--- src/cau_pkg.sv ---
package cau_pkg;

   localparam logic [1:0] OP_ADD = 2'd0;
   localparam logic [1:0] OP_SUB = 2'd1;
   localparam logic [1:0] OP_MUL = 2'd2;
   localparam logic [1:0] OP_DIV = 2'd3;

   localparam int DATA_W = 32;
   localparam int FRAC_W = 16;
   localparam int PROD_W = 2 * DATA_W;
   localparam int WIDE_W = PROD_W + 2;
   localparam int QUO_W = 2 * FRAC_W + 1;
   localparam int DIV_STEPS = QUO_W;

   localparam logic signed [WIDE_W-1:0] WIDE_MAX = WIDE_W'(64'sh7FFF_FFFF);
   localparam logic signed [WIDE_W-1:0] WIDE_MIN = -WIDE_W'(64'sh8000_0000);
   localparam logic [DATA_W-1:0] RES_MAX = 32'h7FFF_FFFF;
   localparam logic [DATA_W-1:0] RES_MIN = 32'h8000_0000;
   localparam logic signed [WIDE_W-1:0] ROUND_HALF = WIDE_W'(1) <<< (FRAC_W - 1);

   // one divider lane: partial remainder, numerator bits still to shift in, divisor
   typedef struct packed {
      logic [PROD_W-1:0] rem;
      logic [FRAC_W-1:0] low;
      logic [PROD_W-1:0] den;
      logic [QUO_W-1:0]  quo;
   } lane_type;

   typedef struct packed {
      logic              is_div;
      logic              dz;
      logic              neg_re;
      logic              neg_im;
      logic              ovf_re;
      logic              ovf_im;
      logic [DATA_W-1:0] res_re;
      logic [DATA_W-1:0] res_im;
      logic              sat;
   } side_type;

   typedef struct packed {
      logic [DATA_W-1:0] res_re;
      logic [DATA_W-1:0] res_im;
      logic              div_zero;
      logic              saturated;
   } rsp_type;

   typedef struct packed {
      logic [DATA_W-1:0] val;
      logic              sat;
   } clamp_type;

   function automatic clamp_type clamp_wide(input logic signed [WIDE_W-1:0] v);
      clamp_type c;
      c.sat = 1'b0;
      c.val = v[DATA_W-1:0];
      if (v > WIDE_MAX) begin
         c.sat = 1'b1;
         c.val = RES_MAX;
      end else if (v < WIDE_MIN) begin
         c.sat = 1'b1;
         c.val = RES_MIN;
      end
      return c;
   endfunction

   // restoring division step, one quotient bit
   function automatic lane_type lane_step(input lane_type l);
      lane_type n;
      logic [PROD_W:0] trial;
      logic [PROD_W:0] diff;
      n = l;
      trial = {l.rem, l.low[FRAC_W-1]};
      diff = trial - {1'b0, l.den};
      if (trial >= {1'b0, l.den}) begin
         n.rem = diff[PROD_W-1:0];
         n.quo = {l.quo[QUO_W-2:0], 1'b1};
      end else begin
         n.rem = trial[PROD_W-1:0];
         n.quo = {l.quo[QUO_W-2:0], 1'b0};
      end
      n.low = {l.low[FRAC_W-2:0], 1'b0};
      return n;
   endfunction

   // quotient carries one extra bit, round half away from zero then apply sign
   function automatic clamp_type div_result(input logic [QUO_W-1:0] quo, input logic neg,
                                            input logic ovf);
      clamp_type c;
      logic [QUO_W:0] sum;
      logic [QUO_W-1:0] mag;
      logic [QUO_W-1:0] neg_mag;
      sum = {1'b0, quo} + (QUO_W+1)'(1);
      mag = sum[QUO_W:1];
      neg_mag = QUO_W'(0) - mag;
      c.sat = 1'b0;
      c.val = mag[DATA_W-1:0];
      if (ovf) begin
         c.sat = 1'b1;
         c.val = neg ? RES_MIN : RES_MAX;
      end else if (!neg) begin
         if (mag > {1'b0, RES_MAX}) begin
            c.sat = 1'b1;
            c.val = RES_MAX;
         end
      end else if (mag > {1'b0, RES_MIN}) begin
         c.sat = 1'b1;
         c.val = RES_MIN;
      end else begin
         c.val = neg_mag[DATA_W-1:0];
      end
      return c;
   endfunction

endpackage

--- src/cau_rsp_if.sv ---
interface cau_rsp_if import cau_pkg::*; ();
   logic                     valid;
   logic                     ready;
   logic signed [DATA_W-1:0] res_re;
   logic signed [DATA_W-1:0] res_im;
   logic                     div_zero;
   logic                     saturated;

   modport source(output valid, res_re, res_im, div_zero, saturated, input ready);
   modport sink(input valid, res_re, res_im, div_zero, saturated, output ready);
endinterface

--- src/cau_out.sv ---
module cau_out import cau_pkg::*; (
   input  logic      clock,
   input  logic      reset,
   input  logic      in_valid,
   input  side_type  in_side,
   input  lane_type  in_re,
   input  lane_type  in_im,
   output logic      en,
   cau_rsp_if.source rsp_chan
);

   clamp_type dv_re, dv_im;
   rsp_type   res_in;
   rsp_type   out_ff, skid_ff;
   logic      out_valid_ff, skid_valid_ff;
   logic      take;

   assign dv_re = div_result(in_re.quo, in_side.neg_re, in_side.ovf_re);
   assign dv_im = div_result(in_im.quo, in_side.neg_im, in_side.ovf_im);

   always_comb begin
      res_in.div_zero = in_side.dz;
      if (in_side.is_div && !in_side.dz) begin
         res_in.res_re = dv_re.val;
         res_in.res_im = dv_im.val;
         res_in.saturated = dv_re.sat || dv_im.sat;
      end else begin
         res_in.res_re = in_side.res_re;
         res_in.res_im = in_side.res_im;
         res_in.saturated = in_side.sat;
      end
   end

   // pipeline moves while the skid stage is empty
   assign en = !skid_valid_ff;
   assign take = in_valid && en;

   always_ff @(posedge clock) begin
      if (reset) begin
         out_valid_ff <= 1'b0;
         skid_valid_ff <= 1'b0;
      end else if (!out_valid_ff || rsp_chan.ready) begin
         out_valid_ff <= skid_valid_ff || take;
         skid_valid_ff <= 1'b0;
      end else if (take) begin
         skid_valid_ff <= 1'b1;
      end
   end

   always_ff @(posedge clock) begin
      if (!out_valid_ff || rsp_chan.ready) begin
         out_ff <= skid_valid_ff ? skid_ff : res_in;
      end else if (take) begin
         skid_ff <= res_in;
      end
   end

   assign rsp_chan.valid = out_valid_ff;
   assign rsp_chan.res_re = out_ff.res_re;
   assign rsp_chan.res_im = out_ff.res_im;
   assign rsp_chan.div_zero = out_ff.div_zero;
   assign rsp_chan.saturated = out_ff.saturated;

endmodule

--- src/flat_wrapper.sv ---
// flat-port wrapper written by rule: the top's interface ports become plain ports
module cau_out_flat import cau_pkg::*;
  (clock, reset, in_valid, in_side, in_re, in_im, en, rsp_chan_valid, rsp_chan_res_re, rsp_chan_res_im, rsp_chan_div_zero, rsp_chan_saturated, rsp_chan_ready);
  cau_rsp_if rsp_chan_i ();
  input  logic clock;
  input  logic reset;
  input  logic in_valid;
  input  side_type in_side;
  input  lane_type in_re;
  input  lane_type in_im;
  output logic en;
  output wire logic [$bits(rsp_chan_i.valid)-1:0] rsp_chan_valid;
  output wire logic [$bits(rsp_chan_i.res_re)-1:0] rsp_chan_res_re;
  output wire logic [$bits(rsp_chan_i.res_im)-1:0] rsp_chan_res_im;
  output wire logic [$bits(rsp_chan_i.div_zero)-1:0] rsp_chan_div_zero;
  output wire logic [$bits(rsp_chan_i.saturated)-1:0] rsp_chan_saturated;
  input wire logic [$bits(rsp_chan_i.ready)-1:0] rsp_chan_ready;
  assign rsp_chan_valid = rsp_chan_i.valid;
  assign rsp_chan_res_re = rsp_chan_i.res_re;
  assign rsp_chan_res_im = rsp_chan_i.res_im;
  assign rsp_chan_div_zero = rsp_chan_i.div_zero;
  assign rsp_chan_saturated = rsp_chan_i.saturated;
  assign rsp_chan_i.ready = rsp_chan_ready;
  cau_out u_core (.clock(clock), .reset(reset), .in_valid(in_valid), .in_side(in_side), .in_re(in_re), .in_im(in_im), .en(en), .rsp_chan(rsp_chan_i));
endmodule
--- config.mk ---
export PLATFORM = sky130hd
export DESIGN_NAME = cau_out_flat
export DESIGN_NICKNAME = d
export VERILOG_FILES = /design/src/cau_pkg.sv /design/src/cau_rsp_if.sv /design/src/cau_out.sv /design/src/flat_wrapper.sv
export SDC_FILE = /design/constraint.sdc
export NUM_CORES = 1
export LEC_CHECK = 0
export ABC_AREA = 1
export BUFFER_PORTS_ARGS = -buffer_cell sky130_fd_sc_hd__buf_2
export CAP_MARGIN = 20
export CORE_AREA = 2 2 191 193
export DETAILED_ROUTE_END_ITERATION = 8
export DIE_AREA = 0 0 193 195
export PLACE_DENSITY = 0.65
export RECOVER_POWER = 100
export SYNTH_ARGS = -nofsm -noshare
export SYNTH_HDL_FRONTEND = slang
export SYNTH_SLANG_ARGS = --single-unit
--- constraint.sdc ---
create_clock -name clock -period 7.9 [get_ports clock]
set_input_delay 0.79 -clock clock [delete_from_list [all_inputs] [get_ports clock]]
set_output_delay 0.79 -clock clock [all_outputs]
set_load 0.005 [all_outputs]
==> key figures <==
Clocking
  – Num CTS Buffers: 17
  – CTS root buf: clkbuf_16
  – Htree depth: 4
  – Reg clk slew, reported paths: approximately 0.060 ns
  – CTS Sinks: approximately 130
  – CTS tree: built
  – Hold Buf Count CTS: 0
  – Max Buffers Root-to-Sink: 2
  – Post-CTS Resized: 0
  – Post-CTS Setup Bufs: 0
  – Clk_lat worst skew: ~0.42 ns

Global routing
  – Gr ovfl total: 0
  – Global Route met1 Usage: about 30%
  – Vias in the first global route: about 11k
  – First-pass GRT wire length: 61.0 mm
  – Initial antenna violation count: 14
  – Total global routing track utilization: between 20% and 30%
  – Layer with the highest usage: met2
  – Met3 Resource Use GR: ~5.4%
  – Met2 usage: 31.2%
  – Largest net degree at the start of global routing: 86

Synth
  – Post-synthesis cell type count: between 40 and 50
  – Synth top area cells: edfxtp_1 (35%), nand2_1 (22%), nand3_1 (7.6%)
  – Total number of yosys warnings: 0
  – Post-synth top area share: 34.9%
  – Post-synthesis sequential area ratio: a little over a third
  – Number of flops mapped to enable cells by yosys: between 100 and 150
  – Async set or reset register ratio after synthesis: 0%
  – Leading area contributor after synthesis: edfxtp_1
  – Post-Syn Area: roughly 0.011 mm²
  – Syn nets: about 2.1k
  – Yosys reg bits: approximately 130
  – Avg Inst Size Synth: ~6.7 µm²
  – Gate Count Post-Synth: 1703
  – Commonest cells in the netlist: nand2_1 (655), nor2_1 (193), nand3_1 (173), inv_1 (138), edfxtp_1 (132)
  – Most frequent cell after synthesis: nand2_1
  – Post-synth top flop: edfxtp_1

STA
  – Final WS setup: 2.78 ns
  – Slew at the pin closest to its max-slew limit: 3.46 ns
  – Max-slew headroom: -131%
  – Setup violators final: 0
  – Final hold violations: 0
  – Setup TNS: 0 ns
  – Worst Skew: 0.0125 ns
  – Crit path time final: around 5.1 ns
  – Achievable frequency: between 150 and 200 MHz
  – RSZ-0062 raised after global routing: no
  – Final worst-path cycle share: between 60% and 70%
  – Pins Over Slew Limit: around 270

Setup path
  – R2r worst-path depth: 5
  – R2R Setup Slk: 2.78 ns
  – Critical path data arrival time: between 5 and 6 ns
  – Critical path startpoint category: register
  – Crit Path Max Fanout: 66
  – Critical Path End: u_core.skid_ff[41]
  – RR Startpoint: u_core.skid_valid_ff
  – CP Capture Type: register
  – Worst EP required: 7.90 ns
  – Crit Path Class: reg2reg
  – CP startpoint: u_core.skid_valid_ff
  – RR Endpoint: u_core.skid_ff[41]

Route
  – Final Routed Wirelength: roughly 40 mm
  – Vias: approximately 12k
  – # DRC: 0
  – Post-route ant nets: 0
  – Iter 0 DRT Violations: approximately 900
  – Drt pass-1 iters: 7
  – Mean routed wirelength per cell: between 15 and 20 µm
  – Vias/cell: ~4.9

Place
  – HPWL after DPL: a little over 30 mm
  – RePlAce Congestion: between 0.9 and 1
  – Port Buffers: roughly 210
  – Pre-CTS WS: between 3 and 4 ns
  – DP Area: 0.0128 mm²

Layout
  – Area grow syn2layout: 16.1%
  – Fraction of layout cells with a size suffix above 1: 15.9%
  – Core Util, Final: 37.2%
  – Fin area: ~0.013 mm²
  – Final #Nets: ~2.3k

Run
  – Total of max-cap violations: 4

Pwr
  – Peak supply drop: 0.164 mV
  – Leakage power total: ~5.9 nW
  – Power Dens Cells: around 150 mW/mm²

Status
  – Status: complete, but fails checks
  – Failing checks: max-capacitance violations, max-slew violations

Die
  – I/O pin total: a little under 500
  – Die W: ~190 µm
  – Die area: 0.0376 mm²
  – Core ar.: ~0.035 mm²
  – Starting density of the core: 32.1%
  – Row cnt: between 60 and 70
  – Die H: 195 µm

Hold path
  – HP Class: reg2reg
==> per-stage QoR <==
step / power [mW] / hold WS [ns] / cells
final: 1.96 / 0.503 / 2371
after global routing: 2.05 / 0.524 / 2364
after CTS: 1.98 / 0.508 / 2361
after detailed placement: 1.28 / 0.503 / 2330
after global placement: 1.27 / 0.501 / 2330
after floorplan: 1.10 / 0.494 / 1703
==> cell families after synthesis <==
logic type	synth area share, %
adders and majority gates	0.661
AOI/OAI and AO/OA	4.93
DFF	35.3
xor gates and xnor gates	3.63
buffers and inverters	6.96
and+or+nand+nor	48.6
==> registers in the layout, indices dropped and copies added, names as in the netlist <==
name	flops
u_core.skid_valid_ff	1
u_core.rsp_chan.res_re	32
u_core.rsp_chan.res_im	32
u_core.rsp_chan.valid	1
u_core.rsp_chan.div_zero	1
u_core.rsp_chan.saturated	1
u_core.skid_ff	66
==> power by group <==
part	switching (mW)	total, mW	internal [mW]
sequential	0.0144	0.857	0.843
clock	0.303	0.701	0.398
combinational	0.270	0.400	0.130
==> worst min-delay path by stage <==
stage,slack (ns),to,depth (start not counted),startpoint
3_5_place_dp,0.50,u_core.rsp_chan.res_im[31],2,u_core.skid_ff[33]
6_report,0.50,u_core.rsp_chan.res_im[19],2,u_core.skid_ff[21]
4_1_cts,0.51,u_core.rsp_chan.res_im[19],2,u_core.skid_ff[21]
3_3_place_gp,0.50,u_core.rsp_chan.res_im[11],2,u_core.skid_ff[13]
5_1_grt,0.52,u_core.rsp_chan.res_im[8],2,u_core.skid_ff[10]
2_1_floorplan,0.49,u_core.rsp_chan.res_im[12],2,u_core.skid_ff[14]
==> cell type report <==
cell class,count,area [µm²]
inverters,148,558
diodes,10,25.0
flip-flops and latches,134,4000
multi-input cells,1371,6470
fillers,3831,22200
well taps,461,577
repair buffers,216,1030
clock buffers,19,433
clock inverters,12,83.8
==> cells in the final DEF, fill, tap and decap left out, types with 22 or more instances in the layout <==
cell type	n
inv_1	136
nor2_1	198
clkbuf_1	54
o21ai_0	52
nand4_1	40
nand2_1	661
or2_2	31
nand3_1	176
buf_2	158
nand2_2	22
xor2_1	31
edfxtp_1	132
==> layer usage <==
| metal | wire [µm] | part of all wire [%] | vias to the layer above |
|---|---|---|---|
| met2 | 17100 | 43 | 376 |
| met1 | 18500 | 46 | 5253 |
| met3 | 3340 | 8.4 | 50 |
| met5 | 53 | 0.13 | - |
| met4 | 823 | 2.1 | 8 |
| li1 | - | - | 5893 |
==> critical path, cell delays in order, from the launching register on <==
cell and delay (ns):
dfxtp_1 0.31, clkinv_1 0.04, clkbuf_1 2.31, nand2_1 0.37, nor2_4 0.20, clkbuf_2 1.40
No activity file was read; power rests on OpenSTA's default activity.
